`config.mk`:
```
export PLATFORM = sky130hd
export DESIGN_NAME = video_crop_mirror_normalize
export DESIGN_NICKNAME = d
export VERILOG_FILES = /design/src/hw/rtl/vcmn_pkg.sv /design/src/hw/rtl/vcmn_cfg.sv /design/src/hw/rtl/vcmn_scan.sv /design/src/hw/rtl/vcmn_norm.sv /design/src/hw/rtl/video_crop_mirror_normalize.sv
export SDC_FILE = /design/constraint.sdc
export NUM_CORES = 2
export LEC_CHECK = 0
export BUFFER_PORTS_ARGS = -buffer_cell sky130_fd_sc_hd__buf_2
export CORE_MARGIN = 4
export CORE_UTILIZATION = 25
export CTS_CLUSTER_SIZE = 25
export DETAILED_ROUTE_END_ITERATION = 10
export MAX_ROUTING_LAYER = met4
export PLACE_DENSITY = 0.4
export SLEW_MARGIN = 0
export SYNTH_ARGS = -nofsm -noshare
export SYNTH_HDL_FRONTEND = slang
export SYNTH_HIERARCHICAL = 1
export SYNTH_SLANG_ARGS = --single-unit
```
`constraint.sdc`:
```
create_clock -name i_clk -period 8 [get_ports i_clk]
set_input_delay 0.4 -clock i_clk [delete_from_list [all_inputs] [get_ports i_clk]]
set_output_delay 0.4 -clock i_clk [all_outputs]
set_load 0.01 [all_outputs]
```
`src/hw/rtl/vcmn_pkg.sv`:
```
// ----------------------------------------------------------------------------
// vcmn_pkg
// shared constants, register codes and types of the crop, mirror and
// normalize pixel block
// ----------------------------------------------------------------------------
`default_nettype none

package vcmn_pkg;

    localparam int MAX_CHANNELS = 4;
    localparam int MAX_EDGE     = 1024;

    localparam int DIM_W      = 11;
    localparam int POS_W      = 10;
    localparam int PIX_W      = 8;
    localparam int MEAN_W     = 16;
    localparam int CH_W       = 2;
    localparam int MODE_W     = 3;
    localparam int GAIN_W     = 24;
    localparam int MEANS_W    = MEAN_W * MAX_CHANNELS;
    localparam int VAL_W      = 32;
    localparam int IDX_W      = 20;
    localparam int CFG_IDX_W  = 3;
    localparam int CFG_DATA_W = 64;

    localparam int S_TDATA_W = 24;
    localparam int S_TUSER_W = CH_W;
    localparam int M_TDATA_W = 56;

    localparam int DIFF_W     = MEAN_W + 1;
    localparam int PROD_W     = DIFF_W + GAIN_W + 1;
    localparam int WIDE_W     = PROD_W + 1;
    localparam int IDX_PROD_W = POS_W + DIM_W;
    localparam int FRAC_DROP  = 8;

    localparam logic signed [WIDE_W-1:0] RND_HALF = WIDE_W'(128);
    localparam logic signed [WIDE_W-1:0] Q16_ONE  = WIDE_W'(65536);
    localparam logic signed [WIDE_W-1:0] VAL_MAX  = WIDE_W'(64'sh7FFF_FFFF);
    localparam logic signed [WIDE_W-1:0] VAL_MIN  = -WIDE_W'(64'sh8000_0000);

    localparam int MODE_MIRROR_BIT = 0;

    typedef enum logic [CFG_IDX_W-1:0] {
        CFG_HEIGHT   = 3'd0,
        CFG_WIDTH    = 3'd1,
        CFG_CROP     = 3'd2,
        CFG_ROW_OFF  = 3'd3,
        CFG_COL_OFF  = 3'd4,
        CFG_MODE     = 3'd5,
        CFG_GAIN     = 3'd6,
        CFG_MEANS    = 3'd7
    } t_cfg_index;

    typedef enum logic [1:0] {
        NORM_PIXEL_MEAN   = 2'd0,
        NORM_CHANNEL_MEAN = 2'd1,
        NORM_RESCALE      = 2'd2
    } t_norm_sel;

    typedef struct packed {
        logic [MODE_W-1:0]  mode;
        logic [GAIN_W-1:0]  gain;
        logic [MEANS_W-1:0] means;
    } t_cfg;

    typedef struct packed {
        logic [DIM_W-1:0] h;
        logic [DIM_W-1:0] w;
        logic [DIM_W-1:0] out_w;
        logic [POS_W-1:0] out_h_m1;
        logic [POS_W-1:0] out_w_m1;
        logic [POS_W-1:0] roff;
        logic [POS_W-1:0] coff;
    } t_geom;

    typedef struct packed {
        logic [PIX_W-1:0]  x;
        logic [MEAN_W-1:0] mean;
        logic [POS_W-1:0]  orow;
        logic [POS_W-1:0]  ocol;
        logic              last;
    } t_stage_a;

endpackage

`default_nettype wire

```
`src/hw/rtl/vcmn_cfg.sv`:
```
// ----------------------------------------------------------------------------
// vcmn_cfg
// configuration registers and the registered crop window geometry
// ----------------------------------------------------------------------------
`default_nettype none

module vcmn_cfg (
    input  wire logic                             i_clk,
    input  wire logic                             i_rst_n,
    input  wire logic                             i_cfg_we,
    input  wire logic [vcmn_pkg::CFG_IDX_W-1:0]   i_cfg_index,
    input  wire logic [vcmn_pkg::CFG_DATA_W-1:0]  i_cfg_data,
    output vcmn_pkg::t_cfg                        o_cfg,
    output vcmn_pkg::t_geom                       o_geom,
    output logic                                  o_busy
);
    import vcmn_pkg::*;

    logic [DIM_W-1:0]   r_height;
    logic [DIM_W-1:0]   r_width;
    logic [DIM_W-1:0]   r_crop;
    logic [POS_W-1:0]   r_row_off;
    logic [POS_W-1:0]   r_col_off;
    logic [MODE_W-1:0]  r_mode;
    logic [GAIN_W-1:0]  r_gain;
    logic [MEANS_W-1:0] r_means;
    logic               r_settle;
    t_geom              r_geom;
    t_geom              n_geom;

    logic [DIM_W-1:0] h;
    logic [DIM_W-1:0] w;
    logic [DIM_W-1:0] e;
    logic [DIM_W-1:0] out_h;
    logic [DIM_W-1:0] out_w;
    logic [DIM_W-1:0] rspan;
    logic [DIM_W-1:0] cspan;
    logic [DIM_W-1:0] roff;
    logic [DIM_W-1:0] coff;

    always_ff @(posedge i_clk) begin
        if (!i_rst_n) begin
            r_height  <= DIM_W'(1);
            r_width   <= DIM_W'(1);
            r_crop    <= '0;
            r_row_off <= '0;
            r_col_off <= '0;
            r_mode    <= MODE_W'(4);
            r_gain    <= GAIN_W'(65536);
            r_means   <= '0;
            r_settle  <= 1'b1;
        end else begin
            r_settle <= i_cfg_we;
            if (i_cfg_we) begin
                case (t_cfg_index'(i_cfg_index))
                    CFG_HEIGHT:  r_height  <= i_cfg_data[DIM_W-1:0];
                    CFG_WIDTH:   r_width   <= i_cfg_data[DIM_W-1:0];
                    CFG_CROP:    r_crop    <= i_cfg_data[DIM_W-1:0];
                    CFG_ROW_OFF: r_row_off <= i_cfg_data[POS_W-1:0];
                    CFG_COL_OFF: r_col_off <= i_cfg_data[POS_W-1:0];
                    CFG_MODE:    r_mode    <= i_cfg_data[MODE_W-1:0];
                    CFG_GAIN:    r_gain    <= i_cfg_data[GAIN_W-1:0];
                    CFG_MEANS:   r_means   <= i_cfg_data[MEANS_W-1:0];
                    default: begin
                    end
                endcase
            end
        end
    end

    // clamp plane size, fit the square window inside the plane or, with crop zero, use the whole plane
    always_comb begin
        h = r_height;
        if (r_height == '0) begin
            h = DIM_W'(1);
        end else if (r_height > DIM_W'(MAX_EDGE)) begin
            h = DIM_W'(MAX_EDGE);
        end
        w = r_width;
        if (r_width == '0) begin
            w = DIM_W'(1);
        end else if (r_width > DIM_W'(MAX_EDGE)) begin
            w = DIM_W'(MAX_EDGE);
        end
        e = r_crop;
        if (e > h) begin
            e = h;
        end
        if (e > w) begin
            e = w;
        end
        rspan = h - e;
        cspan = w - e;
        if (r_crop == '0) begin
            out_h = h;
            out_w = w;
            roff  = '0;
            coff  = '0;
        end else begin
            out_h = e;
            out_w = e;
            roff  = ({1'b0, r_row_off} > rspan) ? rspan : {1'b0, r_row_off};
            coff  = ({1'b0, r_col_off} > cspan) ? cspan : {1'b0, r_col_off};
        end
        n_geom.h        = h;
        n_geom.w        = w;
        n_geom.out_w    = out_w;
        n_geom.out_h_m1 = POS_W'(out_h - DIM_W'(1));
        n_geom.out_w_m1 = POS_W'(out_w - DIM_W'(1));
        n_geom.roff     = POS_W'(roff);
        n_geom.coff     = POS_W'(coff);
    end

    always_ff @(posedge i_clk) begin
        r_geom <= n_geom;
    end

    assign o_geom      = r_geom;
    assign o_cfg.mode  = r_mode;
    assign o_cfg.gain  = r_gain;
    assign o_cfg.means = r_means;
    assign o_busy      = r_settle;

endmodule

`default_nettype wire

```
`src/hw/rtl/vcmn_scan.sv`:
```
// ----------------------------------------------------------------------------
// vcmn_scan
// raster position counters, crop window test, mirror and mean select
// ----------------------------------------------------------------------------
`default_nettype none

module vcmn_scan (
    input  wire logic                          i_clk,
    input  wire logic                          i_rst_n,
    input  vcmn_pkg::t_cfg                     i_cfg,
    input  vcmn_pkg::t_geom                    i_geom,
    input  wire logic                          i_busy,
    input  wire logic                          i_valid,
    output logic                               o_ready,
    input  wire logic [vcmn_pkg::PIX_W-1:0]    i_pixel,
    input  wire logic [vcmn_pkg::MEAN_W-1:0]   i_pixel_mean,
    input  wire logic [vcmn_pkg::CH_W-1:0]     i_channel,
    input  wire logic                          i_adv,
    output logic                               o_a_valid,
    output vcmn_pkg::t_stage_a                 o_a
);
    import vcmn_pkg::*;

    logic [POS_W-1:0] r_row;
    logic [POS_W-1:0] r_col;
    logic [POS_W-1:0] n_row;
    logic [POS_W-1:0] n_col;
    logic             r_a_valid;
    t_stage_a         r_a;
    t_stage_a         n_a;

    logic             accept;
    logic             hit;
    logic [POS_W-1:0] orow;
    logic [POS_W-1:0] ocol;
    logic [DIM_W-1:0] col_inc;
    logic [DIM_W-1:0] row_inc;
    logic [CH_W-1:0]  ch;

    assign o_ready = !i_busy && (!r_a_valid || i_adv);
    assign accept  = i_valid && o_ready;

    always_comb begin
        col_inc = {1'b0, r_col} + DIM_W'(1);
        row_inc = {1'b0, r_row} + DIM_W'(1);
        n_col   = POS_W'(col_inc);
        n_row   = r_row;
        if (col_inc >= i_geom.w) begin
            n_col = '0;
            n_row = (row_inc >= i_geom.h) ? '0 : POS_W'(row_inc);
        end
    end

    always_comb begin
        orow = r_row - i_geom.roff;
        ocol = r_col - i_geom.coff;
        hit  = (r_row >= i_geom.roff) && (orow <= i_geom.out_h_m1)
            && (r_col >= i_geom.coff) && (ocol <= i_geom.out_w_m1);
        ch = i_channel;
        if (i_channel > CH_W'(MAX_CHANNELS - 1)) begin
            ch = CH_W'(MAX_CHANNELS - 1);
        end
        n_a.x    = i_pixel;
        n_a.orow = orow;
        n_a.last = (orow == i_geom.out_h_m1) && (ocol == i_geom.out_w_m1);
        n_a.ocol = i_cfg.mode[MODE_MIRROR_BIT] ? (i_geom.out_w_m1 - ocol) : ocol;
        n_a.mean = (t_norm_sel'(i_cfg.mode[2:1]) == NORM_PIXEL_MEAN)
            ? i_pixel_mean : i_cfg.means[MEAN_W*ch +: MEAN_W];
    end

    always_ff @(posedge i_clk) begin
        if (!i_rst_n) begin
            r_row     <= '0;
            r_col     <= '0;
            r_a_valid <= 1'b0;
        end else begin
            if (accept) begin
                r_row <= n_row;
                r_col <= n_col;
            end
            if (!r_a_valid || i_adv) begin
                r_a_valid <= accept && hit;
            end
        end
    end

    always_ff @(posedge i_clk) begin
        if (accept) begin
            r_a <= n_a;
        end
    end

    assign o_a_valid = r_a_valid;
    assign o_a       = r_a;

    a_row_in_window: assert property (@(posedge i_clk) disable iff (!i_rst_n)
        r_a_valid |-> (r_a.orow <= i_geom.out_h_m1))
        else $error("stage a row outside window");

    a_last_on_bottom: assert property (@(posedge i_clk) disable iff (!i_rst_n)
        (r_a_valid && r_a.last) |-> (r_a.orow == i_geom.out_h_m1))
        else $error("last pixel flagged off the bottom row");

    a_hold_on_stall: assert property (@(posedge i_clk) disable iff (!i_rst_n)
        (r_a_valid && !i_adv) |=> (r_a_valid && !$past(accept)))
        else $error("stage a item lost or overwritten during stall");

endmodule

`default_nettype wire

```
`src/hw/rtl/vcmn_norm.sv`:
```
// ----------------------------------------------------------------------------
// vcmn_norm
// mean subtract or rescale multiply, rounding, saturation and output index
// ----------------------------------------------------------------------------
`default_nettype none

module vcmn_norm (
    input  wire logic                          i_clk,
    input  wire logic                          i_rst_n,
    input  vcmn_pkg::t_cfg                     i_cfg,
    input  vcmn_pkg::t_geom                    i_geom,
    input  wire logic                          i_a_valid,
    input  vcmn_pkg::t_stage_a                 i_a,
    output logic                               o_adv,
    output logic                               o_valid,
    input  wire logic                          i_ready,
    output logic signed [vcmn_pkg::VAL_W-1:0]  o_value,
    output logic [vcmn_pkg::IDX_W-1:0]         o_out_index,
    output logic                               o_plane_last
);
    import vcmn_pkg::*;

    typedef struct packed {
        logic signed [PROD_W-1:0] prod;
        logic                     rescale;
        logic [IDX_PROD_W-1:0]    idx_prod;
        logic [POS_W-1:0]         ocol;
        logic                     last;
    } t_stage_b;

    logic                     r_b_valid;
    t_stage_b                 r_b;
    t_stage_b                 n_b;
    logic                     r_c_valid;
    logic signed [VAL_W-1:0]  r_c_value;
    logic [IDX_W-1:0]         r_c_index;
    logic                     r_c_last;
    logic signed [VAL_W-1:0]  n_c_value;
    logic [IDX_W-1:0]         n_c_index;

    logic                     en_b;
    logic                     en_c;
    logic signed [DIFF_W-1:0] opnd;
    logic signed [GAIN_W:0]   gain_s;
    logic signed [WIDE_W-1:0] wide;

    assign en_c  = !r_c_valid || i_ready;
    assign en_b  = !r_b_valid || en_c;
    assign o_adv = en_b;

    always_comb begin
        case (t_norm_sel'(i_cfg.mode[2:1]))
            NORM_PIXEL_MEAN, NORM_CHANNEL_MEAN: begin
                n_b.rescale = 1'b0;
                opnd = $signed({1'b0, i_a.x, 8'd0}) - $signed({1'b0, i_a.mean});
            end
            default: begin
                n_b.rescale = 1'b1;
                opnd = $signed({{(DIFF_W-PIX_W-1){1'b0}}, i_a.x, 1'b0});
            end
        endcase
        gain_s       = $signed({1'b0, i_cfg.gain});
        n_b.prod     = opnd * gain_s;
        n_b.idx_prod = i_a.orow * i_geom.out_w;
        n_b.ocol     = i_a.ocol;
        n_b.last     = i_a.last;
    end

    always_comb begin
        if (r_b.rescale) begin
            wide = WIDE_W'(r_b.prod) - Q16_ONE;
        end else begin
            wide = (WIDE_W'(r_b.prod) + RND_HALF) >>> FRAC_DROP;
        end
        if (wide > VAL_MAX) begin
            n_c_value = VAL_W'(VAL_MAX);
        end else if (wide < VAL_MIN) begin
            n_c_value = VAL_W'(VAL_MIN);
        end else begin
            n_c_value = VAL_W'(wide);
        end
        n_c_index = IDX_W'(r_b.idx_prod + IDX_PROD_W'(r_b.ocol));
    end

    always_ff @(posedge i_clk) begin
        if (!i_rst_n) begin
            r_b_valid <= 1'b0;
            r_c_valid <= 1'b0;
        end else begin
            if (en_b) begin
                r_b_valid <= i_a_valid;
            end
            if (en_c) begin
                r_c_valid <= r_b_valid;
            end
        end
    end

    always_ff @(posedge i_clk) begin
        if (en_b && i_a_valid) begin
            r_b <= n_b;
        end
        if (en_c && r_b_valid) begin
            r_c_value <= n_c_value;
            r_c_index <= n_c_index;
            r_c_last  <= r_b.last;
        end
    end

    assign o_valid      = r_c_valid;
    assign o_value      = r_c_value;
    assign o_out_index  = r_c_index;
    assign o_plane_last = r_c_last;

    b_hold_on_stall: assert property (@(posedge i_clk) disable iff (!i_rst_n)
        (r_b_valid && !en_c) |=> r_b_valid)
        else $error("stage b item dropped during stall");

    b_take_from_a: assert property (@(posedge i_clk) disable iff (!i_rst_n)
        (en_b && i_a_valid) |=> r_b_valid)
        else $error("stage a item not taken into stage b");

endmodule

`default_nettype wire

```
`src/hw/rtl/video_crop_mirror_normalize.sv`:
```
// ----------------------------------------------------------------------------
// video_crop_mirror_normalize
// crops, optionally mirrors and normalizes a planar 8-bit pixel stream
// ----------------------------------------------------------------------------
// usage
//   input beats carry one raster-order pixel of the current plane with its
//   per-pixel mean (tdata) and channel index (tuser); the block counts rows
//   and columns itself, so one plane is source height * width beats
//   output beats carry the Q16.16 value and the index within the cropped
//   plane (tdata); tlast marks the last pixel of the cropped plane
//   pixels outside the crop window are accepted and produce no beat
//   one beat per cycle is accepted while tready is high; a kept pixel passes
//   the position stage, multiply stage and result register to the output
//   configuration is written through the plain write port while no beats
//   are in flight; the input is held off in the cycle after each write
//   while the window geometry register reloads
//   after reset the counters sit at the first pixel, all configuration
//   registers hold their defaults and the input opens the cycle after reset ends
//   when the receiver stalls the pipeline fills its three stages and then
//   drops tready on the input; no beat is lost
// ----------------------------------------------------------------------------
`default_nettype none

module video_crop_mirror_normalize (
    input  wire logic                               i_clk,
    input  wire logic                               i_rst_n,
    input  wire logic                               i_cfg_we,
    input  wire logic [vcmn_pkg::CFG_IDX_W-1:0]     i_cfg_index,
    input  wire logic [vcmn_pkg::CFG_DATA_W-1:0]    i_cfg_data,
    input  wire logic                               i_s_axis_tvalid,
    output logic                                    o_s_axis_tready,
    // pixel [7:0], pixel_mean [23:8]
    input  wire logic [vcmn_pkg::S_TDATA_W-1:0]     i_s_axis_tdata,
    // channel [1:0]
    input  wire logic [vcmn_pkg::S_TUSER_W-1:0]     i_s_axis_tuser,
    output logic                                    o_m_axis_tvalid,
    input  wire logic                               i_m_axis_tready,
    // value [31:0], out_index [51:32], zero [55:52]
    output logic [vcmn_pkg::M_TDATA_W-1:0]          o_m_axis_tdata,
    output logic                                    o_m_axis_tlast
);
    import vcmn_pkg::*;

    t_cfg                    cfg;
    t_geom                   geom;
    logic                    busy;
    logic                    a_valid;
    t_stage_a                a_item;
    logic                    adv;
    logic signed [VAL_W-1:0] value;
    logic [IDX_W-1:0]        out_index;

    vcmn_cfg u_cfg (
        .i_clk       (i_clk),
        .i_rst_n     (i_rst_n),
        .i_cfg_we    (i_cfg_we),
        .i_cfg_index (i_cfg_index),
        .i_cfg_data  (i_cfg_data),
        .o_cfg       (cfg),
        .o_geom      (geom),
        .o_busy      (busy)
    );

    vcmn_scan u_scan (
        .i_clk        (i_clk),
        .i_rst_n      (i_rst_n),
        .i_cfg        (cfg),
        .i_geom       (geom),
        .i_busy       (busy),
        .i_valid      (i_s_axis_tvalid),
        .o_ready      (o_s_axis_tready),
        .i_pixel      (i_s_axis_tdata[PIX_W-1:0]),
        .i_pixel_mean (i_s_axis_tdata[PIX_W +: MEAN_W]),
        .i_channel    (i_s_axis_tuser[CH_W-1:0]),
        .i_adv        (adv),
        .o_a_valid    (a_valid),
        .o_a          (a_item)
    );

    vcmn_norm u_norm (
        .i_clk        (i_clk),
        .i_rst_n      (i_rst_n),
        .i_cfg        (cfg),
        .i_geom       (geom),
        .i_a_valid    (a_valid),
        .i_a          (a_item),
        .o_adv        (adv),
        .o_valid      (o_m_axis_tvalid),
        .i_ready      (i_m_axis_tready),
        .o_value      (value),
        .o_out_index  (out_index),
        .o_plane_last (o_m_axis_tlast)
    );

    assign o_m_axis_tdata = {{(M_TDATA_W-VAL_W-IDX_W){1'b0}}, out_index, value};

endmodule

`default_nettype wire
```
==> metrics <==
clock skew 15.19 ps; storage element area 9990 sq um; DRT iter0 DRCs 1518; Top FF cell, synth dfxtp_1; largest net degree at the start of global routing 87; synth warn 6; Final ANT Viol Nets 0; Post-Route Setup TNS 0 ps; vias in the first global route 30620; max-cap check violation count 0; Bufs on Longest Clock Path 3; H-tree level count 2; global-route wire length before repair 182400 microns; PD cells 151.8 nW/um^2; Total Power 7.122 mW; Fin. Hold Viols 0; most frequent cells in the layout nand2_1, inv_1, fa_1, ha_1, buf_4; DP Worst Slack -525.4 ps; Num CTS Buffers 52; area of the mapped netlist 39460 sq um; Via Count 29980; fin worst setup slack 95.25 ps; DRC violation count after routing 0; library cells used by synthesis 91; Final Max Tran Viols 0; Clock Tree Root clkbuf_16; worst path arrival time 8280 ps; Clk Latency, worst-skew pair 640 ps; DP Wirelength 93100 microns; per-cell routed wire length 17.05 microns; port bufs 152; crit end category register; Max FO, Critical Path 15; num rows 145; antenna violations before repair 16; Area Growth Syn to Fin 18.87%; VDD IR max 0.0001546 V; EDFF count, synth 172; Slew HR 0.2022; Initial Util 0.2520; CP most frequent cell fa_1; via/cell ratio 4.393; Static Leakage 21.05 nW; Seq/Total Area, Yosys 0.2532; FFs w/ async S/R, synth 0; Clock Pin Slew Worst Setup and Hold Paths 60 ps; most common cell after layout, fill and taps aside nand2_1; total track usage 0.1450; Setup CP Type reg -> reg; Core Area 156600 sq um; Post-Layout Cell Count 6824; critical path required time 8380 ps; type of the most critical hold path in -> reg; final setup vio count 0; Worst path max stage delay 560 ps; total gr overflow 0; CP max-delay cell fa_1; R2R setup slack 100 ps; outcome finished, final reports clean; Post-Syn Area per Cell 9.007 sq um; CP startpoint kind register; placed cells 6647; Die Span X 405.3 microns; fmax 0.1265 GHz; Least-Margin Pin Slew 1188 ps; drt total wl 116400 microns; Post-Synthesis Cells 4381; crit path time final 7905 ps; gpl congestion 0.8358; RSZ-0062 raised after global routing true; layout cells sized above 1 0.1499; clk sinks 413; final cycle utilization of the critical path 0.9881; Nets 5563; fill count 16660; Synth Register Bits 413; die area 164300 sq um; number of I/O pins 157; First-pass DRT Iterations 5; DIE HEIGHT 405.3 microns; TritonCTS clock tree done; multi-input logic area 26870 sq um; Final Core Density 0.2996
==> synth_stat cells (9+ instances only) <==
| cell type | count | area [sq um] |
|---|---|---|
| and4_1 | 9 | 78.83 |
| o21ai_0 | 112 | 560.5 |
| dfxtp_1 | 241 | 4825 |
| o21a_1 | 22 | 165.2 |
| and2_1 | 183 | 1145 |
| or2_2 | 21 | 131.4 |
| nand3_1 | 83 | 415.4 |
| inv_1 | 645 | 2421 |
| nand2_1 | 744 | 2793 |
| and3_1 | 19 | 118.9 |
| nor3b_1 | 11 | 82.58 |
| nand4_1 | 44 | 275.3 |
| a21oi_1 | 160 | 800.8 |
| clkbuf_1 | 165 | 619.3 |
| a31oi_1 | 18 | 112.6 |
| nor3_1 | 51 | 255.2 |
| o21ai_2 | 31 | 271.5 |
| o21bai_1 | 10 | 75.07 |
| nor2b_1 | 59 | 369.1 |
| mux4_2 | 16 | 360.4 |
| edfxtp_1 | 172 | 5165 |
| mux2_2 | 25 | 281.5 |
| a21o_1 | 39 | 292.8 |
| nor2_1 | 157 | 589.3 |
| a21boi_0 | 140 | 1051 |
| xor2_1 | 81 | 709.4 |
| ha_1 | 345 | 4317 |
| fa_1 | 404 | 8088 |
| xnor2_1 | 120 | 1051 |
| or3_1 | 13 | 81.33 |
| nor4_1 | 20 | 125.1 |
| o211ai_1 | 10 | 75.07 |
| nand2b_1 | 26 | 162.7 |
| mux2i_1 | 19 | 190.2 |
| a211oi_1 | 10 | 75.07 |
==> layer usage <==
layer | up-vias | track usage | part of all wire
met1 | 14490 | 0.2065 | 0.51
met3 | 112 | 0.01870 | 0.035
met2 | 456 | 0.2222 | 0.44
met4 | 0 | 0.02634 | 0.017
li1 | 14920 | - | -
met5 | - | - | 0
==> metrics by stage <==
stage | hold slack, ps | area (sq um)
after floorplan | 400.3 | 39470
after global placement | 405.8 | 43930
after detailed placement | 404.5 | 43930
after CTS | 0.8513 | 46290
after global routing | 5.337 | 46910
final | 52.94 | 46910
==> final cells by class <==
type | instances | area share
Tap cell | 2058 | 0.05489
Inverter | 646 | 0.05169
Antenna cell | 8 | 0.0004268
Sequential cell | 413 | 0.2130
Clock buffer | 77 | 0.03278
Multi-Input combinational cell | 3135 | 0.5729
Clock inverter | 19 | 0.002934
Timing Repair Buffer | 468 | 0.07141
==> worst max-delay path: cells and delay by family, from the launching register on <==
kind,cells,cell delay (ps)
AOI/OAI and AO/OA,10,1850
xor gates and xnor gates,1,170
adders and majority gates,8,3440
buffers and inverters,7,830
DFF,1,430
and+or+nand+nor,6,920
==> flip-flops by register name, indices dropped and copies added (netlist names), 11 cells and up <==
register,cells
u_cfg/r_width,11
u_scan/o_a,45
u_norm/o_value,32
u_cfg/r_height,11
u_cfg/r_gain,24
u_norm/o_out_index,20
u_cfg/r_crop,11
u_cfg/r_means,64
u_norm/r_b,74
u_cfg/o_geom,73
==> report_power, final <==
group	total (mW)	internal (mW)	leakage, nW	switching, mW
Combinational	2.34	1.04	16.7	1.31
Clock	2.32	1.34	0.827	0.986
Sequential	2.46	2.35	3.52	0.110
==> timing repair <==
action                                 CTS  global route
buffers inserted                         3            22
pin swaps                               41           103
endpoints found under the hold margin   51             0
cloned                                   0             1
hold buffers                            48             0
gates resized for setup                 40            90
setup endpoints to repair               18            40
==> worst paths after layout <==
kind	from	end	depth (start not counted)
worst min register to register	u_scan/o_a[3]	u_norm/r_b[3]	0
worst max-delay path	u_scan/o_a[37]	u_norm/r_b[71]	32
worst min-delay path	i_cfg_data[38]	u_cfg/r_means[38]	3
worst max register to register	u_scan/o_a[37]	u_norm/r_b[71]	32
==> cells by family after synthesis <==
family                   synth area share
AND/OR/NAND/NOR                    0.1764
buffers and inverters             0.08146
adder cells (fa/ha/maj)            0.3144
AO/OA/AOI/OAI                      0.1072
flip-flops                         0.2532
XOR/XNOR                          0.04544
multiplexers                      0.02185
other                          0.00009503
Power figures use the tool's default switching activity.
